### src/rtl/core/qpld_pkg.sv
// Shared types, constants and helper functions for the quoted-printable line decoder.
`default_nettype none

package qpld_pkg;

  localparam int unsigned ByteW = 8;
  localparam int unsigned ClsW  = 5;

  localparam logic [ByteW-1:0] QpEquals  = 8'h3D;
  localparam logic [ByteW-1:0] QpNewline = 8'h0A;

  // first-byte classes after '=': 0..15 hex value, then these
  localparam logic [ClsW-1:0] ClsNone  = 5'd16;  // also "not hex" for a nibble
  localparam logic [ClsW-1:0] ClsSpace = 5'd16;
  localparam logic [ClsW-1:0] ClsPlus  = 5'd17;
  localparam logic [ClsW-1:0] ClsMinus = 5'd18;
  localparam logic [ClsW-1:0] ClsOther = 5'd19;

  typedef enum logic [1:0] {
    PH_IDLE  = 2'd0,
    PH_EQ    = 2'd1,
    PH_DIGIT = 2'd2
  } phase_e;

  typedef enum logic {
    REQ_BYTE = 1'b0,
    REQ_EOL  = 1'b1
  } req_e;

  typedef struct packed {
    logic              emit;
    logic [ByteW-1:0]  data;
    logic              last;
    phase_e            phase;
    logic [ClsW-1:0]   cls;
  } dec_t;

  // hex value of a character, ClsNone when not a hex digit
  function automatic logic [ClsW-1:0] hex_nibble(input logic [ByteW-1:0] c);
    logic [ClsW-1:0] r;
    r = ClsNone;
    if (c >= 8'h30 && c <= 8'h39) r = ClsW'(c - 8'h30);
    else if (c >= 8'h41 && c <= 8'h46) r = ClsW'(c - 8'h41 + 8'd10);
    else if (c >= 8'h61 && c <= 8'h66) r = ClsW'(c - 8'h61 + 8'd10);
    return r;
  endfunction

  function automatic logic [ClsW-1:0] classify(input logic [ByteW-1:0] c);
    logic [ClsW-1:0] h;
    logic [ClsW-1:0] r;
    h = hex_nibble(c);
    if (!h[ClsW-1]) r = h;
    else if (c == 8'h20 || (c >= 8'h09 && c <= 8'h0D)) r = ClsSpace;
    else if (c == 8'h2B) r = ClsPlus;
    else if (c == 8'h2D) r = ClsMinus;
    else r = ClsOther;
    return r;
  endfunction

endpackage

`default_nettype wire

### src/rtl/core/quoted_printable_line_decoder_unit.sv
// Quoted-printable line decoder top level: input register, decode step, result register.
// A request goes from the input register through the decode step into the result register.
// Throughput: one request per cycle; s_axis_tready drops only when both stages hold
// items and the result is not being taken.
// Reset (rst_ni low, asynchronous): both stages empty, escape state cleared.
`default_nettype none

module quoted_printable_line_decoder_unit (
  input  wire logic                        clk_i,
  input  wire logic                        rst_ni,
  input  wire logic                        s_axis_tvalid,
  output      logic                        s_axis_tready,
  input  wire logic [qpld_pkg::ByteW-1:0]  s_axis_tdata,   // [7:0] in_byte
  input  wire logic                        s_axis_tuser,   // [0] req_type
  output      logic                        m_axis_tvalid,
  input  wire logic                        m_axis_tready,
  output      logic [qpld_pkg::ByteW-1:0]  m_axis_tdata,   // [7:0] out_byte
  output      logic                        m_axis_tlast    // line_done
);

  logic                        in_valid_q;
  logic                        in_type_q;
  logic [qpld_pkg::ByteW-1:0]  in_byte_q;
  qpld_pkg::phase_e            phase_q;
  logic [qpld_pkg::ClsW-1:0]   cls_q;
  logic                        out_valid_q;
  logic [qpld_pkg::ByteW-1:0]  out_byte_q;
  logic                        out_last_q;

  logic            out_free;
  logic            fire;
  logic            s_acc;
  qpld_pkg::dec_t  dec;

  assign out_free      = !out_valid_q || m_axis_tready;
  assign fire          = in_valid_q && out_free;
  assign s_axis_tready = !in_valid_q || out_free;
  assign s_acc         = s_axis_tvalid && s_axis_tready;

  qpld_decode u_decode (
    .phase_i    (phase_q),
    .cls_i      (cls_q),
    .req_type_i (in_type_q),
    .in_byte_i  (in_byte_q),
    .dec_o      (dec)
  );

  always_ff @(posedge clk_i or negedge rst_ni) begin
    if (!rst_ni) begin
      in_valid_q  <= 1'b0;
      out_valid_q <= 1'b0;
      phase_q     <= qpld_pkg::PH_IDLE;
      cls_q       <= '0;
    end else begin
      if (s_acc) begin
        in_valid_q <= 1'b1;
      end else if (fire) begin
        in_valid_q <= 1'b0;
      end
      if (fire) begin
        out_valid_q <= dec.emit;
        phase_q     <= dec.phase;
        cls_q       <= dec.cls;
      end else if (m_axis_tready) begin
        out_valid_q <= 1'b0;
      end
    end
  end

  always_ff @(posedge clk_i) begin
    if (s_acc) begin
      in_type_q <= s_axis_tuser;
      in_byte_q <= s_axis_tdata;
    end
    if (fire && dec.emit) begin
      out_byte_q <= dec.data;
      out_last_q <= dec.last;
    end
  end

  assign m_axis_tvalid = out_valid_q;
  assign m_axis_tdata  = out_byte_q;
  assign m_axis_tlast  = out_last_q;

  a_last_is_newline: assert property (@(posedge clk_i) disable iff (!rst_ni)
    m_axis_tvalid && m_axis_tlast |-> m_axis_tdata == qpld_pkg::QpNewline)
    else $error("line end result is not a newline");

  a_eol_clears: assert property (@(posedge clk_i) disable iff (!rst_ni)
    fire && in_type_q |=> phase_q == qpld_pkg::PH_IDLE)
    else $error("escape state survives a line end");

  a_eq_then_digit: assert property (@(posedge clk_i) disable iff (!rst_ni)
    fire && !in_type_q && phase_q == qpld_pkg::PH_EQ |=> phase_q == qpld_pkg::PH_DIGIT)
    else $error("escape did not advance after first byte");

  a_stall_only_full: assert property (@(posedge clk_i) disable iff (!rst_ni)
    !s_axis_tready |-> in_valid_q && out_valid_q && !m_axis_tready)
    else $error("input stalled with room in the pipeline");

endmodule

`default_nettype wire

### src/rtl/core/qpld_decode.sv
// Combinational decode step: escape state plus one request gives next state and result.
`default_nettype none

module qpld_decode (
  input  var qpld_pkg::phase_e                 phase_i,
  input  wire logic [qpld_pkg::ClsW-1:0]       cls_i,
  input  wire logic                            req_type_i,
  input  wire logic [qpld_pkg::ByteW-1:0]      in_byte_i,
  output qpld_pkg::dec_t                       dec_o
);

  logic [qpld_pkg::ClsW-1:0]  h;
  logic [qpld_pkg::ByteW-1:0] pair_val;
  logic                       pair_ok;

  assign h = qpld_pkg::hex_nibble(in_byte_i);

  // hex pair read the way a two-wide hex scan conversion reads it
  always_comb begin
    pair_ok  = 1'b1;
    pair_val = '0;
    if (!cls_i[qpld_pkg::ClsW-1]) begin
      pair_val = h[qpld_pkg::ClsW-1] ? {4'h0, cls_i[3:0]} : {cls_i[3:0], h[3:0]};
    end else if (h[qpld_pkg::ClsW-1]) begin
      pair_ok = 1'b0;
    end else if (cls_i == qpld_pkg::ClsSpace || cls_i == qpld_pkg::ClsPlus) begin
      pair_val = {4'h0, h[3:0]};
    end else if (cls_i == qpld_pkg::ClsMinus) begin
      pair_val = 8'h00 - {4'h0, h[3:0]};
    end else begin
      pair_ok = 1'b0;
    end
  end

  always_comb begin
    dec_o       = '0;
    dec_o.phase = qpld_pkg::PH_IDLE;
    if (req_type_i == qpld_pkg::REQ_EOL) begin
      // '=' closing a line is a soft break
      if (phase_i != qpld_pkg::PH_EQ) begin
        dec_o.emit = 1'b1;
        dec_o.data = qpld_pkg::QpNewline;
        dec_o.last = 1'b1;
      end
    end else begin
      case (phase_i)
        qpld_pkg::PH_EQ: begin
          dec_o.phase = qpld_pkg::PH_DIGIT;
          dec_o.cls   = qpld_pkg::classify(in_byte_i);
        end
        qpld_pkg::PH_DIGIT: begin
          dec_o.emit = pair_ok && (pair_val != '0);
          dec_o.data = pair_val;
        end
        default: begin
          if (in_byte_i == qpld_pkg::QpEquals) begin
            dec_o.phase = qpld_pkg::PH_EQ;
          end else begin
            dec_o.emit = 1'b1;
            dec_o.data = in_byte_i;
          end
        end
      endcase
    end
  end

endmodule

`default_nettype wire

### config.mk
export PLATFORM = sky130hd
export DESIGN_NAME = quoted_printable_line_decoder_unit
export DESIGN_NICKNAME = d
export VERILOG_FILES = /design/src/rtl/core/qpld_pkg.sv /design/src/rtl/core/quoted_printable_line_decoder_unit.sv /design/src/rtl/core/qpld_decode.sv
export SDC_FILE = /design/constraint.sdc
export NUM_CORES = 1
export LEC_CHECK = 0
export ABC_CLOCK_PERIOD_IN_PS = 3050
export BUFFER_PORTS_ARGS = -buffer_cell sky130_fd_sc_hd__buf_2
export CAP_MARGIN = 20
export CELL_PAD_IN_SITES_DETAIL_PLACEMENT = 0
export CELL_PAD_IN_SITES_GLOBAL_PLACEMENT = 2
export CORE_MARGIN = 2
export CORE_UTILIZATION = 33
export DETAILED_ROUTE_END_ITERATION = 8
export MAX_ROUTING_LAYER = met4
export PLACE_DENSITY_LB_ADDON = 0.3
export REMOVE_ABC_BUFFERS = 1
export SLEW_MARGIN = 20
export SYNTH_ARGS = -nofsm -noshare
export SYNTH_HDL_FRONTEND = slang
export SYNTH_SLANG_ARGS = --single-unit
### constraint.sdc
create_clock -name clk_i -period 3.05 [get_ports clk_i]
set_input_delay 0.61 -clock clk_i [delete_from_list [all_inputs] [get_ports clk_i]]
set_output_delay 0.61 -clock clk_i [all_outputs]
set_load 0.01 [all_outputs]
Word-level counts from Yosys, hierarchy flattened
Index checks and enable logic that the tools add are counted.

Bits in read-only memories: 0. Bits in latches: 0. Flip-flop bits (word level): 27. Memories: 0. Input port bits: 13. Output and inout bits: 11. Word-level logic and storage cells: 79. Memory bits (writable): 0.

Bitwise logic cells: 0. Multiply operators: 0. Reductions and logical operators: 17. $lt $le $gt $ge: 8. Equality and inequality tests: 10. Mux-type cells: 30. $add $sub $neg: 6. Shifts and indexed selects: 0. Div/mod/pow operators: 0.

Operator list (count): $mux W5 (9); $mux W8 (5); $eq A8 B6 Y1 const B (4); $mux W9 (2); $pmux W9 S2 (1); $ge A8 B7 Y1 const B (2); $le A8 B7 Y1 const B (2); $eq A5 B5 Y1 const B (3); $add A5 B4 Y5 const B (2); $mux W1 (10); $mux W10 (1); $sub A5 B1 Y5 const B (2); $ge A8 B4 Y1 const B (1); $ge A8 B6 Y1 const B (1); $le A8 B4 Y1 const B (1); $le A8 B6 Y1 const B (1); $logic_and A1 B1 Y1 (8); $reduce_bool A8 Y1 (1); $mux W7 (1); $sub A1 B4 Y5 const A (1); $sub A5 B5 Y5 const B (1); $logic_or A1 B1 Y1 (4); $pmux W2 S2 (1); $reduce_bool A2 Y1 (2); 4 further kinds (5).

Logic depth before layout (Yosys ltp)
Gate-level depths: netlist of run 1.

Word-level depth: 15. Depth in mapped cells: 14.

By module
From an unflattened synthesis of run 1, not the netlist that was laid out.

Cell total of the unflattened synthesis: 166. Area, all modules: 1765.4 um2.

Modules (own cells, without submodules): quoted_printable_line_decoder_unit (cells each 43, area an instance 932.1 um2, times used 1, seq. area each 765.7 um2); qpld_decode (cells each 123, area an instance 833.3 um2, times used 1, seq. area each 0.0 um2).

Worst setup path after synthesis of run 1
No wires, ideal clock.

Path kind: register -> register. Start point: register in_byte_q[0] (netlist name). End point: register out_byte_q (netlist bit m_axis_tdata[0]), enable pin. Stages on the path, launching flop included: 15. Path buffers: 1. Clock period less this slack: 3.295 ns. Slack: -0.245 ns. Arrival: 2.964 ns. Path through: edfxtp_1 inv_1 ha_1 buf_4 o21bai_1 a21oi_4 xnor2_2 o21ai_0 ha_1 nand4b_1 a2111oi_0 a211o_1 a221oi_2 a41oi_2 a21o_1.

Word-level cells in the longest chain between the ends: 15.

Ends and longest elaborated chain: start: declaration (line quoted_printable_line_decoder_unit.sv:23) `logic [qpld_pkg::ByteW-1:0] in_byte_q;`; start signal: assignment (line quoted_printable_line_decoder_unit.sv:73) `in_byte_q <= s_axis_tdata;`; $sub A5 B1 Y5 (tied with other cells) (line qpld_pkg.sv:43, qpld_pkg.sv:44); $add A5 B4 Y5 or $logic_and A1 B1 Y1 (tied branches) (line qpld_pkg.sv:43, qpld_pkg.sv:44); $mux W5 (line qpld_pkg.sv:44) `else if (c >= 8'h61 && c <= 8'h66) r = ClsW'(c - 8'h61 + 8'd10);`; $mux W5 (2 in a row); $sub A1 B4 Y5 (line qpld_decode.sv:29) `pair_val = 8'h00 - {4'h0, h[3:0]};`; $mux W8 (line qpld_decode.sv:28) `end else if (cls_i == qpld_pkg::ClsMinus) begin`; $mux W8 (line qpld_decode.sv:26) `end else if (cls_i == qpld_pkg::ClsSpace || cls_i == qpld_pkg::ClsPlus) begin`; $mux W8 (line qpld_decode.sv:24) `end else if (h[qpld_pkg::ClsW-1]) begin`; $mux W8 (line qpld_decode.sv:22) `if (!cls_i[qpld_pkg::ClsW-1]) begin`; $reduce_bool A8 Y1 (line qpld_decode.sv:52) `dec_o.emit = pair_ok && (pair_val != '0);`; $logic_and A1 B1 Y1 (line qpld_decode.sv:52); $pmux W9 S2 * (line qpld_decode.sv:46) `case (phase_i)`; $mux W9 * (line qpld_decode.sv:38) `if (req_type_i == qpld_pkg::REQ_EOL) begin`; $logic_and A1 B1 Y1 * (line quoted_printable_line_decoder_unit.sv:75) `if (fire && dec.emit) begin`; end signal: assignment (line quoted_printable_line_decoder_unit.sv:76) `out_byte_q <= dec.data;`; end: declaration (line quoted_printable_line_decoder_unit.sv:27) `logic [qpld_pkg::ByteW-1:0] out_byte_q;`.

Mark *: on every way between the ends. The rest lies on a longest branch, timed or not. A chain may end at the register's enable or synchronous reset.

Worst setup path after layout of run 1
Start point: register in_byte_q[0] (netlist name). End point: register out_byte_q (netlist bit m_axis_tdata[1]), enable pin.

The elaborated chain is that of the path after synthesis.

==> results of run 1 <==
[layer usage]
layer | vias to the layer above | global-route usage [%] | share of wire (%)
met5 | - | - | 0
met4 | 0 | 3.90 | 0.57
met3 | 4 | 2.92 | 5.3
met2 | 48 | 29.8 | 49
met1 | 839 | 24.1 | 45
li1 | 863 | - | -
[where the power goes]
part / internal, uW / switching [uW] / leakage, uW / total (uW)
registers: 418 / 14.6 / 0.000293 / 433
clock network: 93.7 / 106 / 0.0000228 / 199
logic: 99.2 / 108 / 0.000727 / 207
total: 611 / 228 / 0.00104 / 839
[sequential cells by signal, summed over array words and instances, names as in the netlist]
| name | count |
|---|---|
| cls_q | 5 |
| in_valid_q | 1 |
| m_axis_tlast | 1 |
| m_axis_tdata | 8 |
| in_type_q | 1 |
| in_byte_q | 8 |
| m_axis_tvalid | 1 |
| phase_q | 2 |
[path summary, 6_finish.rpt]
| kind | startpoint | endpoint | slack, ns | depth (start not counted) |
|---|---|---|---|---|
| hold / removal | rst_ni | cls_q[2]$_DFFE_PN0P_ | 0.18 | 1 |
| min in group clk_i | s_axis_tdata[1] | in_byte_q[1]$_DFFE_PP_ | 0.50 | 1 |
| setup / recovery | in_byte_q[0]$_DFFE_PP_ | m_axis_tdata[1]$_DFFE_PP_ | -0.03 | 13 |
| setup reg to reg | in_byte_q[0]$_DFFE_PP_ | m_axis_tdata[1]$_DFFE_PP_ | -0.03 | 13 |
| hold reg to reg | phase_q[0]$_DFFE_PN0P_ | phase_q[0]$_DFFE_PN0P_ | 0.55 | 2 |
| max in group asynchronous | rst_ni | m_axis_tvalid$_DFFE_PN0P_ | 2.67 | 1 |
[kinds of logic (layout without fill, tap and decap cells)]
logic type / count (synthesis) / after routing / synth area share (%)
AO/OA/AOI/OAI: 63 / 63 / 24.5
adder cells (fa/ha/maj): 7 / 7 / 4.52
multiplexers: 3 / 3 / 1.81
buffers and inverters: 23 / 79 / 5.87
XOR/XNOR: 3 / 3 / 1.74
flip-flops: 27 / 27 / 39.5
AND/OR/NAND/NOR: 71 / 71 / 22.1
[per-stage QoR]
| step | TNS, ns | hold slack, ns | total power, uW | instance area, sq um | worst slack (ns) |
|---|---|---|---|---|---|
| final | -0.226 | 0.183 | 839 | 2480 | -0.0259 |
| after global routing | -1.68 | 0.181 | 882 | 2480 | -0.173 |
| after CTS | -0.276 | 0.181 | 840 | 2440 | -0.0309 |
| after detailed placement | -1.99 | 0.481 | 633 | 2340 | -0.204 |
| after global placement | -1.16 | 0.474 | 632 | 2340 | -0.122 |
| after floorplan | -2.17 | 0.314 | 539 | 1870 | -0.237 |
[repair_timing]
action,4_1_cts,5_1_grt
hold buffers,0,0
pin swaps,7,1
setup endpoints to repair,10,10
buffers inserted,4,3
resized for setup,11,2
[cells in the final DEF, fill, tap and decap left out, types with 2 or more instances in the layout]
cell type and count:
buf_4 39, buf_2 23, edfxtp_1 18, nand2_1 14, nor2_1 12, o21ai_0 12
inv_1 10, a21oi_1 9, dfrtp_1 9, nand3_1 7, ha_1 5, and2_1 4
nor2b_1 4, a2bb2oi_1 4, nor3_1 4, o21ai_1 3, nand4_1 3, nand2b_1 3
a21o_1 3, a22oi_1 3, a32o_1 3, and3_1 3, clkbuf_8 3, inv_2 2
o21ai_2 2, a221o_1 2, mux2i_1 2, o22ai_1 2, a211o_1 2, xnor2_1 2
[worst reg2reg max path, stage by stage, from the launching register on]
cell	delay (ns)
edfxtp_1	0.45
ha_2	0.24
or3b_4	0.40
and3_4	0.20
nor2_4	0.11
a21o_1	0.09
ha_1	0.23
nand4b_1	0.10
a2111oi_2	0.05
a211o_1	0.27
a221oi_2	0.19
a41oi_2	0.16
a21o_1	0.22
buf_12	0.14
[layout make-up]
type	instances	area share [%]
clock buffers	4	1.82
inverters	12	1.82
multi-input cells	147	44.5
flip-flops and latches	27	30.9
well taps	72	3.64
repair buffers	63	17.3
==> results.cfg, run 1 <==
[clock_network]
clock_latency_ns = 0.27
cts_buffer_depth = 2
cts_buffers = 3
root_buffer = clkbuf_8
path_clk_slew_ns = 0.08
cts.htree.levels = 1
clock_sinks = 27
cts_tree = yes

[sta]
fin_skew_ns = 0.00256
slew_violations = 0
worst_pin_slew_ns = 0.665
hold_viol = 0
rsz0062_at_grt = true
setup_viol_count_final = 9
slew_headroom_pct = 54.5
finalCritPeriodShare_pct = 101
fin_crit_ns = 3.08
fmax_ghz = 0.325
final_critical_path_setup_slack_ns = -0.0259

[logic_synthesis]
ys.flop_type = edfxtp_1
syn_inst = 197
synth_area_leaders = edfxtp_1 28%, dfrtp_1 12%, ha_1 4.5%, o21ai_0 3.4%, nand2_1 2.7%
synthTopCellsByCount = 18 x edfxtp_1, 14 x nand2_1, 13 x nor2_1, 13 x o21ai_0, 12 x inv_1
ys_types = 65
syn_area_sq_mm = 0.00194
synthArstFlopShare_pct = 33.3
seq_area_frac_synth_pct = 39.5
synth_top_area_share_pct = 27.9
ys_warn_count = 0
synth.most_common_cell = edfxtp_1
synth_edf_count = 18
avgSynthCellArea_sq_um = 9.84
yosysTopAreaCell = edfxtp_1
synth-seq-cells = 27

[grt]
grt_usage_pct = 18.3
antenna_found_initial = 0
gr-total-overflow = 0
grt_max_degree = 15
grt_pass1_vias = 1839
grt_pass1_wl_um = 8900

[finish]
nets = 274
nFillCells = 561
num_antenna_cells = 0
drive_gt1_share_pct = 36.4
final-seq-area_sq_um = 766
fin_util_pct = 44.2
area_delta_synth_final_pct = 27.7
multiInputGateArea_sq_mm = 0.00110
finalNonFillerCells = 325

[floorplan]
std_cell_rows = 27
die_area_sq_mm = 0.00651
initial_core_util_pct = 34.6
die-width_um = 80.7
die_y_um = 80.7
io_pins = 24
core_area_sq_mm = 0.00561

[placed_design]
dp.cells = 314
port-buffer-count = 23
dp_hpwl_um = 4140
finalWeightedCongestion = 0.882

[worst_setup_path]
cp_cell_sequence = ha_2 > or3b_4 > and3_4 > nor2_4 > a21o_1 > ha_1 > nand4b_1 > a2111oi_2 > a211o_1 > a221oi_2 > a41oi_2 > a21o_1 > buf_12
cp.required_ns = 3.10
path_buf_inv = 1
crit_path_end_kind = flop
max_stage_delay_ns = 0.45
crit_fanout = 9
cpMostUsedCell = a21o_1
cp_data_arrival_time_ns = 3.13
path_class = flop to flop
cp-start-kind = flop
cp_slowest_cell = edfxtp_1
cpLargestDelayFamily = compound AO/OA/AOI/OAI gates

[run_status]
violations = setup timing
run_status = finished, violations left

[detailed_routing]
via_per_inst = 5.40
drc = 0
drtAntennaViolNets = 0
drt_first_pass_iters = 4
drt_iter0_markers = 175
wl_um = 5280
num_vias = 1754
wl_per_cell_um = 16.3

[hold_path]
hold_path.class = input port to asynchronous set/reset pin

[flow_run]
maxCapViolations = 0

[power_and_ir_drop]
vdd_drop_max_mv = 0.270
powerDensity_mw_per_mm2 = 339
p_leak_uw = 0.00104
(Power assumes the default switching activity.)
==> run 2: changes to the inputs <==
--- a/config.mk
+++ b/config.mk
@@ -19,4 +19,5 @@
 export SLEW_MARGIN = 20
 export SYNTH_ARGS = -nofsm -noshare
 export SYNTH_HDL_FRONTEND = slang
+export SYNTH_HIERARCHICAL = 1
 export SYNTH_SLANG_ARGS = --single-unit
==> run 2 against run 1 <==
Compared with the run above:
- the run still ends with setup timing left
- die area decreased by 8.5%
- sequential power barely moved
- cell count is 11% lower
- clock power about the same
- global-route usage shrank 3.6 points
- clock-buffer cell count shrank 1
- cell area decreased by 9.1%
- clock skew rose by 0.0060 ns
- critical path depth is 1 lower
- flip-flop and latch count did not move
- synthesized cell count fell by 16%
==> results.cfg, run 2 <==
[run_status]
run_status = finished, violations left
violations = setup timing

[grt]
grt_max_degree = 17
grt_usage_pct = 14.7
gr-total-overflow = 0
use_met3_pct = 3.06
use_met1_pct = 17.5
top_usage_layer = met2
grt_pass1_wl_um = 6780
grt_pass1_vias = 1393
met2_usage_pct = 25.5
antenna_found_initial = 0

[worst_setup_path]
cp.required_ns = 3.05
path_class = flop to flop
critPathLaunch = in_byte_q[7]$_DFFE_PP_
crit_fanout = 5
crit_path_end_kind = flop
cp_data_arrival_time_ns = 3.26
cp-start-kind = flop
timing.rr.start = in_byte_q[7]$_DFFE_PP_

[detailed_routing]
num_vias = 1432
drt_first_pass_iters = 4
wl_um = 4180
via_per_inst = 4.94
drt_iter0_markers = 100
wl_per_cell_um = 14.4
drc = 0
drtAntennaViolNets = 0

[power_and_ir_drop]
p_seq_share_pct = 53.9
p_switching_uw = 211
pwr-share-comb_pct = 21.0
intPower_uw = 589
vdd_drop_max_mv = 0.291
clkPwrFrac_pct = 25.2
powerDensity_mw_per_mm2 = 355
p_sw_share_pct = 26.4
p_leak_uw = 0.000940

[sta]
fin_crit_ns = 3.26
rsz0062_at_grt = true
fmax_ghz = 0.307
finalCritPeriodShare_pct = 107
finalSetupTns_ns = -1.81
final_critical_path_setup_slack_ns = -0.207
slew_violations = 0
setup_viol_count_final = 9
fin_skew_ns = 0.00856
worst_pin_slew_ns = 0.733
timing.hold.ws_ns = 0.169
hold_viol = 0
slew_headroom_pct = 51.1

[finish]
final-seq-area_sq_um = 766
nets = 241
num_antenna_cells = 0
area_delta_synth_final_pct = 27.5
multiInputGateArea_sq_um = 960
final_cell_mix = 33 x buf_4, 23 x buf_2, 18 x edfxtp_1, 16 x nand2_1, 13 x a21oi_1
nFillCells = 549
fin_util_pct = 43.8
design_area_sq_mm = 0.00225
final_common_cell = buf_4
finalNonFillerCells = 290
drive_gt1_share_pct = 40.5

[logic_synthesis]
synth-seq-cells = 27
synth.most_common_cell = edfxtp_1
synth_area_leaders = edfxtp_1 31%, dfrtp_1 13%, mux2_4 6.0%, ha_1 5.0%, a21oi_1 3.7%
yosysTopAreaCell = edfxtp_1
ys.flop_type = edfxtp_1
syn_area_sq_mm = 0.00177
synthTopCellsByCount = 18 x edfxtp_1, 16 x nand2_1, 13 x a21oi_1
syn_inst = 166
ys_types = 54
synth_top_area_share_pct = 30.6
seq_area_frac_synth_pct = 43.4
synth_edf_count = 18
synthArstFlopShare_pct = 33.3
ys_warn_count = 6
avgSynthCellArea_sq_um = 10.6

[placed_design]
dp_hpwl_um = 3400
dp.cells = 280
finalWeightedCongestion = 0.837
port-buffer-count = 23
placed_cell_area_sq_mm = 0.00214

[floorplan]
std_cell_rows = 26
initial_core_util_pct = 34.3
die_y_um = 77.1
io_pins = 24
die_area_sq_mm = 0.00595
core_area_sq_mm = 0.00514
die-width_um = 77.1

[clock_network]
hold_buffers = 0
cts_buffer_depth = 2
clock_sinks = 27
clock_latency_ns = 0.27
path_clk_slew_ns = 0.09
cts_tree = yes
cts_buffers = 3
cts.htree.levels = 1
root_buffer = clkbuf_8

[hold_path]
hold_path.class = input port to asynchronous set/reset pin

[flow_run]
maxCapViolations = 0
run 2: final timing paths:
path	to	depth (start not counted)	slack, ns
hold reg to reg	phase_q[0]$_DFFE_PN0P_	1	0.57
hold / removal	m_axis_tvalid$_DFFE_PN0P_	1	0.17
setup reg to reg	m_axis_tlast$_DFFE_PP_	12	-0.21
setup / recovery	m_axis_tlast$_DFFE_PP_	12	-0.21
max in group asynchronous	cls_q[0]$_DFFE_PN0P_	1	2.70
min in group clk_i	in_byte_q[3]$_DFFE_PP_	1	0.51
run 2: per-stage QoR:
stage | power, uW | setup WS [ns]
floorplan | 527 | -0.505
global placement | 596 | -0.137
detailed placement | 599 | -0.204
CTS | 802 | -0.177
global route | 840 | -0.395
finish | 800 | -0.207
run 2: layer usage:
layer	up-vias	share of wire, %
li1	721	-
met1	666	43
met2	37	52
met3	8	3.5
met4	0	1.8
met5	-	0
run 2: what timing repair did:
| item | 4_1_cts | 5_1_grt |
|---|---|---|
| pin swaps | 2 | 3 |
| setup endpoints to repair | 9 | 10 |
| buffers inserted | 1 | 4 |
| resized for setup | 1 | 6 |
| gates cloned | 0 | 1 |
run 2: power by group through the flow:
stage | combinational [uW] | clock [uW] | sequential [uW]
floorplan | 76.4 | 0 | 450
global route | 183 | 222 | 435
CTS | 161 | 209 | 432
detailed placement | 159 | 0 | 440
finish | 168 | 201 | 431
global placement | 157 | 0 | 439
run 2: worst max-delay path, stage by stage (launching register included):
cell and delay [ns]:
edfxtp_1 0.40, or4b_4 0.59, nor2_2 0.14, a32oi_1 0.12, ha_1 0.32, nand2b_1 0.06
a211o_1 0.28, a222oi_1 0.38, nor4b_1 0.12, a41oi_2 0.21, nand2_1 0.10, nor2_2 0.11
buf_4 0.15
run 2: final cells by class:
cell class	instances	area share, %
multi-input cells	126	42.6
flip-flops and latches	27	34.0
repair buffers	56	16.1
well taps	70	3.89
clock buffers	3	1.83
inverters	7	1.17
clock inverters	1	0.334
run 2: cells by family after synthesis:
logic type	synth area share (%)
adders and majority gates	4.96
DFF	43.4
and+or+nand+nor	21.4
AOI/OAI and AO/OA	18.4
xor gates and xnor gates	1.49
buffers and inverters	3.33
muxes	7.09
==> run 3: changes to the inputs <==
--- a/config.mk
+++ b/config.mk
@@ -15,7 +15,6 @@
 export DETAILED_ROUTE_END_ITERATION = 8
 export MAX_ROUTING_LAYER = met4
 export PLACE_DENSITY_LB_ADDON = 0.3
-export REMOVE_ABC_BUFFERS = 1
 export SLEW_MARGIN = 20
 export SYNTH_ARGS = -nofsm -noshare
 export SYNTH_HDL_FRONTEND = slang
==> run 3 against run 2 <==
Compared with the run above:
- critical path depth stayed put
- utilization is 0.71 points higher
- register-to-register slack hardly changed
- the run still ends with setup timing left
- largest cell class unchanged
==> results.cfg, run 3 (same netlist as run 2, synthesis figures left out) <==
[sta]
hold_viol = 0
finalCritPeriodShare_pct = 107
rsz0062_at_grt = true
slew_headroom_pct = 53.3
fin_crit_ns = 3.25
setup_viol_count_final = 9
fin_skew_ns = 0.00483
slew_violations = 0
final_critical_path_setup_slack_ns = -0.204
worst_pin_slew_ns = 0.700
fmax_ghz = 0.307

[finish]
area_delta_synth_final_pct = 29.6
num_antenna_cells = 0
final_common_cell = buf_4
design_area_sq_mm = 0.00229
final_cell_mix = 28 x buf_4, 23 x buf_2, 18 x edfxtp_1, 15 x nand2_1, 12 x a21oi_1
drive_gt1_share_pct = 42.6
multiInputGateArea_sq_mm = 0.00103
nFillCells = 517
nets = 237
final-seq-area_sq_um = 766

[clock_network]
root_buffer = clkbuf_8
cts_buffers = 3
clock_latency_ns = 0.27
cts.htree.levels = 1
cts_buffer_depth = 2
clock_sinks = 27
hold_buffers = 0
path_clk_slew_ns = 0.09
cts_tree = yes

[placed_design]
finalWeightedCongestion = 0.822
placed_cell_area_sq_mm = 0.00218
dp_hpwl_um = 3390
place_ws_ns = -0.194
port-buffer-count = 23

[power_and_ir_drop]
p_total_uw = 808
vdd_drop_max_mv = 0.237
powerDensity_mw_per_mm2 = 353
p_leak_uw = 0.000923

[grt]
grt_pass1_wl_um = 6820
antenna_found_initial = 0
grt_max_degree = 17
grt_usage_pct = 14.6
grt_pass1_vias = 1443
gr-total-overflow = 0

[floorplan]
std_cell_rows = 26
io_pins = 24
die-width_um = 77.1
die_y_um = 77.1
initial_core_util_pct = 34.3
core_area_sq_mm = 0.00514
die_area_sq_mm = 0.00595

[detailed_routing]
drt_iter0_markers = 89
wl_per_cell_um = 14.4
drt_first_pass_iters = 4
wl_um = 4130
drtAntennaViolNets = 0
num_vias = 1416
via_per_inst = 4.95
drc = 0

[worst_setup_path]
crit_fanout = 5
cp_data_arrival_time_ns = 3.24
cp.required_ns = 3.04
cp-start-kind = flop
reg2reg_slack_ns = -0.20
path_class = flop to flop
crit_path_end_kind = flop

[flow_run]
maxCapViolations = 0

[hold_path]
hold_path.class = input port to asynchronous set/reset pin

[run_status]
run_status = finished, violations left
violations = setup timing

[logic_synthesis]
syn_nets = 186
## run 3: layer usage
metal  vias to the layer above  share of wire, %  wire (um)  GRT usage [%]
met3                         2               3.3        137           2.82
met2                        35                53       2200           26.9
met1                       668                43       1780           16.7
met5                         -                 0          0              -
met4                         0              0.29         12           2.50
li1                        711                 -          -              -
## run 3: metrics by stage
stage | setup TNS (ns) | instances | util [%] | hold slack [ns]
4_1_cts | -1.51 | 284 | 43.7 | 0.166
6_report | -1.75 | 286 | 44.5 | 0.169
5_1_grt | -3.01 | 286 | 44.5 | 0.166
3_5_place_dp | -1.74 | 278 | 42.4 | 0.471
3_3_place_gp | -1.06 | 278 | 42.4 | 0.467
2_1_floorplan | -1.07 | 166 | - | 0.314
## run 3: path summary, 6_finish.rpt
kind,from,endpoint,depth (start not counted)
min reg2reg,phase_q[0]$_DFFE_PN0P_,phase_q[0]$_DFFE_PN0P_,1
max reg2reg,in_byte_q[7]$_DFFE_PP_,m_axis_tdata[3]$_DFFE_PP_,12
max in group asynchronous,rst_ni,phase_q[0]$_DFFE_PN0P_,1
min in group clk_i,s_axis_tdata[6],in_byte_q[6]$_DFFE_PP_,1
max,in_byte_q[7]$_DFFE_PP_,m_axis_tdata[3]$_DFFE_PP_,12
min,rst_ni,cls_q[3]$_DFFE_PN0P_,1
## run 3: power breakdown
group	internal, uW	total [uW]	leakage, uW	switching [uW]
combinational	78.3	174	0.000609	95.6
sequential	419	433	0.000293	13.6
clock	92.7	201	0.0000217	109
total	590	808	0.000923	218
## run 3: repair_timing
| action | in CTS | in global routing |
|---|---|---|
| buffers inserted | 1 | 2 |
| gates cloned | 1 | 0 |
| setup endpoints to repair | 9 | 10 |
| resized for setup | 1 | 4 |
| hold endpoints to repair | 0 | 0 |
| pin swaps | 3 | 11 |
## run 3: area by class of cell
cell class / count / area share [%]
Clock buffer: 3 / 1.81
Clock inverter: 1 / 0.328
Inverter: 7 / 1.26
Multi-Input combinational cell: 127 / 45.1
Sequential cell: 27 / 33.5
Tap cell: 70 / 3.83
Timing Repair Buffer: 51 / 14.2
## run 3: worst max-delay path, cell delays in order, from the launching register on
cell,delay (ns)
edfxtp_1,0.40
or4b_4,0.61
nor2_4,0.12
a32oi_2,0.11
ha_1,0.32
nand2b_1,0.06
a211o_1,0.26
a222oi_1,0.33
buf_4,0.18
nor4b_2,0.04
a41oi_2,0.22
nand2_2,0.12
nor2_4,0.19
